[src/rtl/stct_pkg.sv]
// ----------------------------------------------------------------------------
// stct_pkg
// shared types and constants for the sparse triplet compress/transpose block
// ----------------------------------------------------------------------------
package stct_pkg;

    localparam int MAX_DIM     = 16;
    localparam int NZ_CAPACITY = 31;

    localparam int DIM_W   = 5;   // holds a dimension 1..MAX_DIM
    localparam int POS_W   = 4;   // holds a position 0..MAX_DIM-1
    localparam int VAL_W   = 32;
    localparam int CNT_W   = 5;   // holds a count 0..NZ_CAPACITY

    localparam int Q_DEPTH = 4;
    localparam int Q_PTR_W = 2;
    localparam int Q_CNT_W = 3;

    localparam int CFG_IDX_W = 1;
    localparam logic [CFG_IDX_W-1:0] CFG_ROWS = 1'b0;
    localparam logic [CFG_IDX_W-1:0] CFG_COLS = 1'b1;

    // one classified element on its way from front to back
    typedef struct packed {
        logic             nonzero;
        logic             mat_end;
        logic [POS_W-1:0] row;
        logic [POS_W-1:0] col;
        logic [VAL_W-1:0] value;
        logic [DIM_W-1:0] rows;
        logic [DIM_W-1:0] cols;
    } t_cmd;

    // one stored triplet
    typedef struct packed {
        logic [POS_W-1:0] row;
        logic [POS_W-1:0] col;
        logic [VAL_W-1:0] value;
    } t_trip;

endpackage

[src/rtl/stct_front.sv]
// ----------------------------------------------------------------------------
// stct_front
// config registers, position counters and element classification
// ----------------------------------------------------------------------------
module stct_front (
    input  logic                           i_clk,
    input  logic                           i_rst_n,
    input  logic                           i_cfg_valid,
    output logic                           o_cfg_ready,
    input  logic [stct_pkg::CFG_IDX_W-1:0] i_cfg_index,
    input  logic [stct_pkg::DIM_W-1:0]     i_cfg_data,
    input  logic                           i_in_valid,
    input  logic [stct_pkg::VAL_W-1:0]     i_element_value,
    input  logic                           i_q_full,
    output logic                           o_push,
    output stct_pkg::t_cmd                 o_cmd
);
    import stct_pkg::*;

    logic [DIM_W-1:0] r_rows_cfg;
    logic [DIM_W-1:0] r_cols_cfg;
    logic [POS_W-1:0] r_row;
    logic [POS_W-1:0] r_col;

    logic [DIM_W-1:0] rows_c;
    logic [DIM_W-1:0] cols_c;
    logic [DIM_W-1:0] col_nx;
    logic [DIM_W-1:0] row_nx;
    logic             wrap_col;
    logic             mat_end;

    function automatic logic [DIM_W-1:0] clamp_dim(input logic [DIM_W-1:0] v);
        logic [DIM_W-1:0] r;
        if (v == '0) begin
            r = DIM_W'(1);
        end else if (v > DIM_W'(MAX_DIM)) begin
            r = DIM_W'(MAX_DIM);
        end else begin
            r = v;
        end
        return r;
    endfunction

    assign o_cfg_ready = 1'b1;

    assign rows_c   = clamp_dim(r_rows_cfg);
    assign cols_c   = clamp_dim(r_cols_cfg);
    assign col_nx   = {1'b0, r_col} + DIM_W'(1);
    assign row_nx   = {1'b0, r_row} + DIM_W'(1);
    assign wrap_col = (col_nx >= cols_c);
    assign mat_end  = wrap_col && (row_nx >= rows_c);

    assign o_push = i_in_valid && !i_q_full;

    always_comb begin
        o_cmd.nonzero = (i_element_value != '0);
        o_cmd.mat_end = mat_end;
        o_cmd.row     = r_row;
        o_cmd.col     = r_col;
        o_cmd.value   = i_element_value;
        o_cmd.rows    = rows_c;
        o_cmd.cols    = cols_c;
    end

    always_ff @(posedge i_clk) begin
        if (!i_rst_n) begin
            r_rows_cfg <= DIM_W'(MAX_DIM);
            r_cols_cfg <= DIM_W'(MAX_DIM);
            r_row      <= '0;
            r_col      <= '0;
        end else begin
            if (i_cfg_valid) begin
                unique case (i_cfg_index)
                    CFG_ROWS: r_rows_cfg <= i_cfg_data;
                    CFG_COLS: r_cols_cfg <= i_cfg_data;
                    default:  ;
                endcase
            end
            if (o_push) begin
                if (wrap_col) begin
                    r_col <= '0;
                    r_row <= mat_end ? '0 : row_nx[POS_W-1:0];
                end else begin
                    r_col <= col_nx[POS_W-1:0];
                end
            end
        end
    end

endmodule

[src/rtl/stct_queue.sv]
// ----------------------------------------------------------------------------
// stct_queue
// short fifo of classified elements between front and back
// ----------------------------------------------------------------------------
module stct_queue (
    input  logic           i_clk,
    input  logic           i_rst_n,
    input  logic           i_push,
    input  stct_pkg::t_cmd i_data,
    output logic           o_full,
    output logic           o_valid,
    output stct_pkg::t_cmd o_data,
    input  logic           i_pop
);
    import stct_pkg::*;

    t_cmd               r_buf [Q_DEPTH];
    logic [Q_PTR_W-1:0] r_wr;
    logic [Q_PTR_W-1:0] r_rd;
    logic [Q_CNT_W-1:0] r_cnt;
    logic               do_pop;

    assign o_full  = (r_cnt == Q_CNT_W'(Q_DEPTH));
    assign o_valid = (r_cnt != '0);
    assign o_data  = r_buf[r_rd];
    assign do_pop  = i_pop && o_valid;

    always_ff @(posedge i_clk) begin
        if (i_push) begin
            r_buf[r_wr] <= i_data;
        end
    end

    always_ff @(posedge i_clk) begin
        if (!i_rst_n) begin
            r_wr  <= '0;
            r_rd  <= '0;
            r_cnt <= '0;
        end else begin
            if (i_push) begin
                r_wr <= r_wr + Q_PTR_W'(1);
            end
            if (do_pop) begin
                r_rd <= r_rd + Q_PTR_W'(1);
            end
            if (i_push && !do_pop) begin
                r_cnt <= r_cnt + Q_CNT_W'(1);
            end else if (do_pop && !i_push) begin
                r_cnt <= r_cnt - Q_CNT_W'(1);
            end
        end
    end

endmodule

[src/rtl/stct_back.sv]
// ----------------------------------------------------------------------------
// stct_back
// triplet store and emit sequencer with output register
// ----------------------------------------------------------------------------
module stct_back (
    input  logic                       i_clk,
    input  logic                       i_rst_n,
    input  logic                       i_q_valid,
    input  stct_pkg::t_cmd             i_cmd,
    output logic                       o_pop,
    output logic                       o_out_valid,
    input  logic                       i_out_stall,
    output logic                       o_list_id,
    output logic                       o_is_header,
    output logic [stct_pkg::DIM_W-1:0] o_row_out,
    output logic [stct_pkg::DIM_W-1:0] o_col_out,
    output logic [stct_pkg::VAL_W-1:0] o_value_out,
    output logic                       o_overflow,
    output logic                       o_last
);
    import stct_pkg::*;

    typedef enum logic [2:0] {
        S_RUN, S_HDR0, S_SP_RD, S_SP_OUT, S_HDR1, S_TR_RD, S_TR_CHK
    } t_state;

    t_trip            r_mem [NZ_CAPACITY];
    t_trip            r_rd;

    t_state           r_state;
    logic [CNT_W-1:0] r_count;
    logic             r_ovf;
    logic [DIM_W-1:0] r_rows;
    logic [DIM_W-1:0] r_cols;
    logic [CNT_W-1:0] r_idx;
    logic [CNT_W-1:0] r_sent;
    logic [POS_W-1:0] r_tcol;

    logic             r_out_valid;
    logic             r_list;
    logic             r_hdr;
    logic [DIM_W-1:0] r_row_o;
    logic [DIM_W-1:0] r_col_o;
    logic [VAL_W-1:0] r_val_o;
    logic             r_ovf_o;
    logic             r_last_o;

    logic             slot_free;
    logic             store_wr;
    logic [CNT_W-1:0] count_m1;
    logic             idx_end;

    assign slot_free = !r_out_valid || !i_out_stall;
    assign o_pop     = (r_state == S_RUN) && i_q_valid;
    assign store_wr  = o_pop && i_cmd.nonzero && (r_count < CNT_W'(NZ_CAPACITY));
    assign count_m1  = r_count - CNT_W'(1);
    assign idx_end   = (r_idx == count_m1);

    assign o_out_valid = r_out_valid;
    assign o_list_id   = r_list;
    assign o_is_header = r_hdr;
    assign o_row_out   = r_row_o;
    assign o_col_out   = r_col_o;
    assign o_value_out = r_val_o;
    assign o_overflow  = r_ovf_o;
    assign o_last      = r_last_o;

    // triplet store, registered read
    always_ff @(posedge i_clk) begin
        if (store_wr) begin
            r_mem[r_count] <= '{row: i_cmd.row, col: i_cmd.col, value: i_cmd.value};
        end
        r_rd <= r_mem[r_idx];
    end

    always_ff @(posedge i_clk) begin
        if (!i_rst_n) begin
            r_state     <= S_RUN;
            r_count     <= '0;
            r_ovf       <= 1'b0;
            r_out_valid <= 1'b0;
            r_idx       <= '0;
            r_sent      <= '0;
            r_tcol      <= '0;
        end else begin
            if (r_out_valid && !i_out_stall) begin
                r_out_valid <= 1'b0;
            end
            unique case (r_state)
                S_RUN: begin
                    if (o_pop) begin
                        if (store_wr) begin
                            r_count <= r_count + CNT_W'(1);
                        end else if (i_cmd.nonzero) begin
                            r_ovf <= 1'b1;
                        end
                        if (i_cmd.mat_end) begin
                            r_rows  <= i_cmd.rows;
                            r_cols  <= i_cmd.cols;
                            r_state <= S_HDR0;
                        end
                    end
                end
                S_HDR0: begin
                    if (slot_free) begin
                        r_out_valid <= 1'b1;
                        r_list      <= 1'b0;
                        r_hdr       <= 1'b1;
                        r_row_o     <= r_rows;
                        r_col_o     <= r_cols;
                        r_val_o     <= VAL_W'(r_count);
                        r_ovf_o     <= r_ovf;
                        r_last_o    <= 1'b0;
                        r_idx       <= '0;
                        r_state     <= (r_count == '0) ? S_HDR1 : S_SP_RD;
                    end
                end
                S_SP_RD: begin
                    r_state <= S_SP_OUT;
                end
                S_SP_OUT: begin
                    if (slot_free) begin
                        r_out_valid <= 1'b1;
                        r_list      <= 1'b0;
                        r_hdr       <= 1'b0;
                        r_row_o     <= {1'b0, r_rd.row};
                        r_col_o     <= {1'b0, r_rd.col};
                        r_val_o     <= r_rd.value;
                        r_ovf_o     <= r_ovf;
                        r_last_o    <= 1'b0;
                        if (idx_end) begin
                            r_state <= S_HDR1;
                        end else begin
                            r_idx   <= r_idx + CNT_W'(1);
                            r_state <= S_SP_RD;
                        end
                    end
                end
                S_HDR1: begin
                    if (slot_free) begin
                        r_out_valid <= 1'b1;
                        r_list      <= 1'b1;
                        r_hdr       <= 1'b1;
                        r_row_o     <= r_cols;
                        r_col_o     <= r_rows;
                        r_val_o     <= VAL_W'(r_count);
                        r_ovf_o     <= r_ovf;
                        r_last_o    <= (r_count == '0);
                        if (r_count == '0) begin
                            r_ovf   <= 1'b0;
                            r_state <= S_RUN;
                        end else begin
                            r_idx   <= '0;
                            r_sent  <= '0;
                            r_tcol  <= '0;
                            r_state <= S_TR_RD;
                        end
                    end
                end
                S_TR_RD: begin
                    r_state <= S_TR_CHK;
                end
                S_TR_CHK: begin
                    if (r_rd.col != r_tcol || slot_free) begin
                        if (r_rd.col == r_tcol) begin
                            r_out_valid <= 1'b1;
                            r_list      <= 1'b1;
                            r_hdr       <= 1'b0;
                            r_row_o     <= {1'b0, r_rd.col};
                            r_col_o     <= {1'b0, r_rd.row};
                            r_val_o     <= r_rd.value;
                            r_ovf_o     <= r_ovf;
                            r_last_o    <= (r_sent == count_m1);
                            r_sent      <= r_sent + CNT_W'(1);
                        end
                        if (r_rd.col == r_tcol && r_sent == count_m1) begin
                            // every stored triplet sent: ready for next matrix
                            r_count <= '0;
                            r_ovf   <= 1'b0;
                            r_state <= S_RUN;
                        end else begin
                            if (idx_end) begin
                                r_idx  <= '0;
                                r_tcol <= r_tcol + POS_W'(1);
                            end else begin
                                r_idx <= r_idx + CNT_W'(1);
                            end
                            r_state <= S_TR_RD;
                        end
                    end
                end
                default: r_state <= S_RUN;
            endcase
        end
    end

endmodule

[src/rtl/sparse_triplet_compress_transpose.sv]
// ----------------------------------------------------------------------------
// sparse_triplet_compress_transpose
// dense matrix in, sparse triplet list and transposed triplet list out
// ----------------------------------------------------------------------------
// usage:
//   config port (i_cfg_valid/o_cfg_ready, index, data) sets the row count
//   (index 0) and column count (index 1); reset value 16 each, 0 acts as 1,
//   values above 16 act as 16. write only while the block is idle.
//   input channel (i_in_valid/o_in_stall) takes one element per cycle
//   while not stalled, in row-major order. nonzeros are stored, up to 31;
//   extra ones are dropped and flagged on every result of that matrix.
//   after the last element the output channel (o_out_valid/i_out_stall)
//   carries the sparse header, the stored triplets, the transposed header
//   and the transposed triplets, with o_last on the final item.
//   each sparse triplet and each visited (column, store entry) pair in the
//   transposed walk takes a read state and an output or check state, set by
//   the registered store read port; the walk visits at most 16 * count pairs.
//   a 4-deep queue lets the next matrix start loading during the emit; the
//   input stalls once it fills. a stalled output item holds its payload.
//   reset clears counters and queue, resets config; store needs no clear.
// ----------------------------------------------------------------------------
module sparse_triplet_compress_transpose (
    input  logic                           i_clk,
    input  logic                           i_rst_n,
    // config write channel
    input  logic                           i_cfg_valid,
    output logic                           o_cfg_ready,
    input  logic [stct_pkg::CFG_IDX_W-1:0] i_cfg_index,
    input  logic [stct_pkg::DIM_W-1:0]     i_cfg_data,
    // element input channel
    input  logic                           i_in_valid,
    output logic                           o_in_stall,
    input  logic signed [31:0]             i_element_value,
    // result output channel
    output logic                           o_out_valid,
    input  logic                           i_out_stall,
    output logic                           o_list_id,
    output logic                           o_is_header,
    output logic [4:0]                     o_row_out,
    output logic [4:0]                     o_col_out,
    output logic signed [31:0]             o_value_out,
    output logic                           o_overflow,
    output logic                           o_last
);
    import stct_pkg::*;

    t_cmd push_cmd;
    t_cmd head_cmd;
    logic push;
    logic pop;
    logic q_full;
    logic q_valid;
    logic [VAL_W-1:0] value_bits;

    // front stalls the input only when the queue is full
    assign o_in_stall = q_full;

    // front: position tracking and classification of each element
    stct_front u_front (
        .i_clk           (i_clk),
        .i_rst_n         (i_rst_n),
        .i_cfg_valid     (i_cfg_valid),
        .o_cfg_ready     (o_cfg_ready),
        .i_cfg_index     (i_cfg_index),
        .i_cfg_data      (i_cfg_data),
        .i_in_valid      (i_in_valid),
        .i_element_value (VAL_W'(i_element_value)),
        .i_q_full        (q_full),
        .o_push          (push),
        .o_cmd           (push_cmd)
    );

    // decoupling queue
    stct_queue u_queue (
        .i_clk   (i_clk),
        .i_rst_n (i_rst_n),
        .i_push  (push),
        .i_data  (push_cmd),
        .o_full  (q_full),
        .o_valid (q_valid),
        .o_data  (head_cmd),
        .i_pop   (pop)
    );

    // back: store writes and the two-list emit
    stct_back u_back (
        .i_clk       (i_clk),
        .i_rst_n     (i_rst_n),
        .i_q_valid   (q_valid),
        .i_cmd       (head_cmd),
        .o_pop       (pop),
        .o_out_valid (o_out_valid),
        .i_out_stall (i_out_stall),
        .o_list_id   (o_list_id),
        .o_is_header (o_is_header),
        .o_row_out   (o_row_out),
        .o_col_out   (o_col_out),
        .o_value_out (value_bits),
        .o_overflow  (o_overflow),
        .o_last      (o_last)
    );

    assign o_value_out = signed'(value_bits);

endmodule
[config.mk]
export PLATFORM = sky130hd
export DESIGN_NAME = sparse_triplet_compress_transpose
export DESIGN_NICKNAME = d
export VERILOG_FILES = /design/src/rtl/stct_pkg.sv /design/src/rtl/stct_front.sv /design/src/rtl/stct_queue.sv /design/src/rtl/stct_back.sv /design/src/rtl/sparse_triplet_compress_transpose.sv
export SDC_FILE = /design/constraint.sdc
export NUM_CORES = 1
export LEC_CHECK = 0
export BUFFER_PORTS_ARGS = -buffer_cell sky130_fd_sc_hd__buf_2
export CAP_MARGIN = 0
export CORE_MARGIN = 1
export CORE_UTILIZATION = 50
export CTS_BUF_LIST = sky130_fd_sc_hd__clkbuf_4 sky130_fd_sc_hd__clkbuf_8 sky130_fd_sc_hd__clkbuf_16
export CTS_CLUSTER_SIZE = 20
export DETAILED_ROUTE_END_ITERATION = 12
export HOLD_SLACK_MARGIN = 0.08
export PLACE_DENSITY = 0.66
export SETUP_SLACK_MARGIN = 0.5
export SLEW_MARGIN = 20
export SYNTH_ARGS = -nofsm -noshare
export SYNTH_HDL_FRONTEND = slang
export SYNTH_HIERARCHICAL = 1
export SYNTH_SLANG_ARGS = --single-unit
[constraint.sdc]
create_clock -name i_clk -period 4.4 [get_ports i_clk]
set_clock_uncertainty 0.1 [all_clocks]
set_input_delay 0.22 -clock i_clk [delete_from_list [all_inputs] [get_ports i_clk]]
set_output_delay 0.22 -clock i_clk [all_outputs]
set_load 0.01 [all_outputs]
==> impl_metrics.yaml, run 1 <==
outcome:
  status: "complete, no violations"
die:
  core-area_mm2: 0.122
  die_width_um: 353
  die_h_um: 353
  start_util_pct: 50.5
  io_pins: 92
  num_rows: 128
  die_area_mm2: 0.125
final_layout:
  final_area_mm2: 0.0701
  fin_nets: 3093
  instances_no_fill: 4780
  fillers: 8581
  layout-drive-gt1-share_pct: 30.6
  area.growth.synth_to_final_pct: 14.0
  utilization_pct: 57.6
synthesis:
  postSynthAreaPerCell_um2: 21.9
  synth_top_area_cell: "edfxtp_1"
  yosys_warnings: 6
  netlist_area_mm2: 0.0616
  synth_edf_count: 1504
  synthFlopType: "edfxtp_1"
  async_reset_ff_share_pct: 0
  synth_top_cell_area_share_pct: 73.4
  synth_seq_cells: 1595
  ys_types: 77
  syn_nets: 2886
  ys_seq_area_share_pct: 76.3
  synth.area.top_cells: "edfxtp_1 73%, mux4_2 15%, dfxtp_1 3.0%, mux2_2 0.90%, mux2i_1 0.83%"
  syn_inst: 2815
critical_path:
  path_class: "reg -> reg"
  endpoint_kind: "flip-flop"
  crit_path_max_fanout: 25
  cp.arrival_ns: 3.82
  critPathRequiredTime_ns: 4.72
  reg2regPathDepth: 6
  worstSetupStartpointType: "flip-flop"
pwr:
  sw_frac_of_total_pct: 24.4
  cell_internal_pwr_mw: 28.5
  vdd_drop_max_v: 0.000494
  power.leakage_nw: 21.7
  pwr-share-clk_pct: 36.0
  power_mw: 37.7
  p_per_area_mw_per_mm2: 538
  power_frac_seq_pct: 51.3
  pwr-share-comb_pct: 12.7
  power_switching_mw: 9.21
global_route:
  antenna_found_initial: 8
  grt_first_pass_wirelength_um: 197000
  grt_overflow_total: 0
  grt_max_degree: 84
  grt_pass1_vias: 29800
  track_usage_pct: 21.6
placed_design:
  place_area_mm2: 0.0643
  dp_cells: 4436
  pre_cts_slack_ns: 1.00
  place.gp.congestion: 0.837
  dp.final_hpwl_um: 76700
  port_buffers: 90
routing:
  drtPass1Iterations: 5
  ant_nets: 0
  route.detailed.drc: 0
  via_count: 28600
  wire_per_inst_um: 27.8
  vias_per_cell: 5.99
  routed_wl_um: 133000
  drt_iter0_markers: 3047
clock_network:
  clock_sinks: 1595
  cts_resized: 0
  cts.clk_slew.worst_paths_ns: 0.06
  cts_buffers: 161
  cts_tree: "done"
  h-tree-depth: 4
  cts_buffer_depth: 3
  clk_latency_ns: 0.76
  cts_root_buf: "clkbuf_16"
sta:
  setup_viol: 0
  hold_viol: 0
  tns_ns: 0
  finalWorstSetupSlack_ns: 0.906
  slew_headroom_pct: 26.2
  maxSlewViolCount: 0
  fin_crit_ns: 3.49
  fmax_mhz: 286
  finalCritPeriodShare_pct: 79.4
  max_slew.worst_pin.slew_ns: 1.11
  whs_ns: 0.144
  rsz0062_at_grt: "false"
hold_path:
  min_path_cells: 2
  hp-class: "in -> reg"
run:
  maxCapViolCount: 0
==> critical path, cell delays in order (launching register included) <==
cell	delay, ns
dfxtp_1	0.53
or3_1	0.21
nor4b_2	0.26
o211a_1	0.41
nand2_1	0.31
nor2_4	0.89
buf_4	0.42
==> power by group through the flow <==
stage	Sequential (mW)	Combinational, mW	Clock (mW)
floorplan	19.5	2.95	0
global placement	19.6	4.59	0
detailed placement	19.7	4.79	0
CTS	19.4	4.84	13.8
global route	19.4	5.21	14.4
finish	19.4	4.79	13.6
==> Yosys cell counts (9+ instances only) <==
master,instances
o21ai_0,21
dfxtp_1,91
edfxtp_1,1504
nand2b_1,10
xor2_1,15
buf_4,37
ha_1,27
buf_2,43
mux2i_1,51
buf_1,11
inv_1,21
mux4_2,410
o21ai_1,42
nor2_1,71
nand4_1,9
a21oi_1,18
nor2b_1,37
clkbuf_1,72
xnor2_1,18
nand2_1,95
mux2_2,49
and2_1,10
nand3_1,22
==> placed cells by master, fill, tap and decap left out, types with 6 or more instances in the layout <==
master / instances
a211oi_1: 6
a21oi_1: 17
and2_1: 6
and3_1: 6
buf_12: 26
buf_2: 90
buf_4: 53
bufinv_16: 9
clkbuf_16: 166
clkbuf_4: 44
clkbuf_8: 18
clkinv_1: 23
clkinv_2: 22
dfxtp_1: 84
dlygate4sd3_1: 48
edfxtp_1: 1504
ha_1: 27
inv_1: 21
mux2_2: 49
mux2i_1: 51
mux4_2: 412
nand2_1: 95
nand2b_1: 10
nand3_1: 22
nand4_1: 9
nor2_1: 39
nor2_4: 32
nor2b_1: 37
nor3_1: 6
nor4_1: 8
o21a_1: 6
o21ai_0: 21
o21ai_1: 42
o31ai_1: 8
xnor2_1: 18
xor2_1: 15
==> layout make-up <==
| cell class | count | area, µm² | area share (%) |
|---|---|---|---|
| antenna | 2 | 5.00 | 0.00714 |
| clock buffer | 228 | 4730 | 6.75 |
| clock inverter | 66 | 626 | 0.892 |
| inverter | 22 | 82.6 | 0.118 |
| multi-input combinational | 1023 | 13800 | 19.6 |
| sequential | 1595 | 47000 | 67.0 |
| tap | 1625 | 2030 | 2.90 |
| timing repair buffer | 219 | 1900 | 2.71 |
==> worst paths after layout <==
| kind | startpoint | end | slack, ns |
|---|---|---|---|
| worst min register to register | u_back/r_ovf | u_back/o_overflow | 0.35 |
| worst max-delay path | u_queue/r_cnt[0] | u_back/r_mem[24][1] | 0.91 |
| worst max register to register | u_queue/r_cnt[0] | u_back/r_mem[24][1] | 0.91 |
| worst min-delay path | i_element_value[2] | u_queue/r_buf[2][12] | 0.14 |
==> sequential cells by signal, summed over array words and instances, names as in the netlist, 2 cells and up, named ones only <==
name	count
u_back/o_col_out	5
u_back/o_row_out	5
u_back/o_value_out	32
u_back/r_cols	5
u_back/r_count	5
u_back/r_idx	5
u_back/r_mem	1240
u_back/r_rd	40
u_back/r_rows	5
u_back/r_sent	5
u_back/r_state	3
u_back/r_tcol	4
u_front/r_col	4
u_front/r_cols_cfg	5
u_front/r_row	4
u_front/r_rows_cfg	5
u_queue/r_buf	208
u_queue/r_cnt	3
u_queue/r_rd	2
u_queue/r_wr	2
==> layer usage <==
metal | track usage, % | part of all wire (%) | wire [µm]
met3 | 3.87 | 7.2 | 9590
met5 | 0 | 0 | 0
met4 | 5.26 | 1.8 | 2410
met1 | 31.0 | 42 | 55400
met2 | 34.8 | 49 | 65200
==> repair_timing <==
| item | CTS | global route |
|---|---|---|
| hold buffers | 48 | 0 |
| buffers inserted | 0 | 0 |
| hold endpoints to repair | 184 | 0 |
==> cell families after synthesis <==
group                      synth area share (%)
AOI/OAI and AO/OA                          1.58
buffers and inverters                      1.73
adders and majority gates                 0.581
DFF                                        76.3
xor gates and xnor gates                  0.543
other                                   0.00609
and+or+nand+nor                            2.42
muxes                                      16.8
No activity file was read; power rests on OpenSTA's default activity.
==> run 2, diff against run 1 <==
clock period = 3.65 ns   (was 4.4 ns; I/O delays follow)
==> impl_metrics.yaml, run 2 (synthesis results as in run 1) <==
clock_network:
  clock_sinks: 1595
  cts_buffers: 159
  h-tree-depth: 4
  cts_tree: "done"
  cts.clk_slew.worst_paths_ns: 0.06
  clk_latency_ns: 0.79
  cts_root_buf: "clkbuf_16"
  cts_buffer_depth: 3
global_route:
  grt_overflow_total: 0
  track_usage_pct: 23.1
  grt_max_degree: 53
  grt_pass1_vias: 30500
  antenna_found_initial: 4
  grt_first_pass_wirelength_um: 208000
final_layout:
  fillers: 8506
  instances_no_fill: 4880
  layout-drive-gt1-share_pct: 31.5
  final_area_mm2: 0.0713
  largest_reg_flops: 1240
  area.growth.synth_to_final_pct: 15.8
  fin_nets: 3190
  diodes: 0
  layout_commonest_cell: "edfxtp_1"
  final_cell_mix: "1504 x edfxtp_1, 412 x mux4_2, 162 x clkbuf_16, 95 x nand2_1, 90 x buf_2"
  top_regs: "u_back/r_mem: 1240 flops, u_queue/r_buf: 208 flops, u_back/r_rd: 40 flops"
  regMostFlops: "u_back/r_mem"
die:
  io_pins: 92
  start_util_pct: 50.5
  die_area_mm2: 0.125
  num_rows: 128
  die_h_um: 353
  core-area_mm2: 0.122
  die_width_um: 353
critical_path:
  reg2regPathDepth: 5
  crit_path_max_fanout: 10
  cp.arrival_ns: 3.52
  worstSetupStartpointType: "flip-flop"
  r2r_start: "u_queue/r_cnt[0]"
  path_cells: "or3_1 > nor4b_2 > o211a_1 > nand2_1 > nor2_2"
  critical-path-max-stage-delay_ns: 0.91
  crit_slowest_cell: "nor2_2"
  critPathLaunch: "u_queue/r_cnt[0]"
  path_class: "reg -> reg"
  endpoint_kind: "flip-flop"
  critPathRequiredTime_ns: 3.95
placed_design:
  place.gp.congestion: 0.832
  place_area_mm2: 0.0648
  port_buffers: 90
  dp.final_hpwl_um: 78900
  dp_cells: 4473
routing:
  vias_per_cell: 6.07
  ant_nets: 0
  via_count: 29600
  drt_iter0_markers: 2958
  wire_per_inst_um: 29.2
  route.detailed.drc: 0
  drtPass1Iterations: 6
  routed_wl_um: 143000
hold_path:
  min-delay-start: "i_element_value[6]"
  hp-class: "in -> reg"
  min_path_cells: 2
pwr:
  vdd_drop_max_v: 0.000588
  p_per_area_mw_per_mm2: 640
  power.leakage_nw: 22.2
sta:
  fmax_mhz: 310
  fin_crit_ns: 3.22
  finalCritPeriodShare_pct: 88.3
  max_slew.worst_pin.slew_ns: 1.12
  tns_ns: 0
  maxSlewViolCount: 0
  hold_viol: 0
  slew_headroom_pct: 25.0
  rsz0062_at_grt: "true"
  setup_viol: 0
run:
  maxCapViolCount: 0
outcome:
  status: "complete, no violations"
==> run 2: repair_timing <==
item / 4_1_cts / 5_1_grt
cloned: 1 / 2
endpoints found under the setup margin: 172 / 239
buffers inserted: 9 / 16
pin swaps: 7 / 6
gates resized for setup: 0 / 5
hold buffers: 82 / 0
hold endpoints to repair: 186 / 0
==> run 2: routing by layer <==
| metal | track usage [%] | vias up | share of wire [%] |
|---|---|---|---|
| met1 | 32.2 | 15900 | 40 |
| met2 | 38.2 | 1257 | 50 |
| met4 | 6.50 | 0 | 2.4 |
| met3 | 3.37 | 214 | 7.1 |
| li1 | - | 12300 | - |
| met5 | 0 | - | 0 |
==> run 2: worst max-delay path, delay by kind of cell, from the launching register on <==
family,cells,cell delay (ns)
AO/OA/AOI/OAI,1,0.38
flip-flops,1,0.53
AND/OR/NAND/NOR,4,1.83
==> run 2: path summary, 6_finish.rpt <==
path | slack, ns | end
worst max register to register | 0.43 | u_back/r_mem[4][1]
worst max-delay path | 0.43 | u_back/r_mem[4][1]
worst min register to register | 0.35 | u_back/o_overflow
worst min-delay path | 0.13 | u_queue/r_buf[3][16]
==> run 2: area by class of cell <==
type                       instances  area [µm²]  share of cell area [%]
inverter                          22        82.6                   0.116
clock inverter                    90         892                    1.25
tap                             1625        2030                    2.85
clock buffer                     207        4440                    6.22
timing repair buffer             315        3040                    4.27
sequential                      1595       47000                    66.0
multi-input combinational       1026       13800                    19.3
==> run 2: metrics by stage <==
step,hold slack [ns],util (%),setup WS (ns),power (mW)
finish,0.129,58.5,0.428,45.6
global route,0.126,58.5,0.397,47.1
CTS,0.0824,58.3,0.375,45.8
detailed placement,0.318,53.2,0.408,29.5
global placement,0.308,53.2,0.342,29.2
floorplan,0.204,-,0.313,27.0
==> run 2: where the power goes <==
group          total [mW]  internal (mW)  switching [mW]  leakage, nW
combinational        5.92           2.01            3.91         5.18
clock                16.4           9.55            6.83         2.63
sequential           23.3           22.8           0.479         14.4
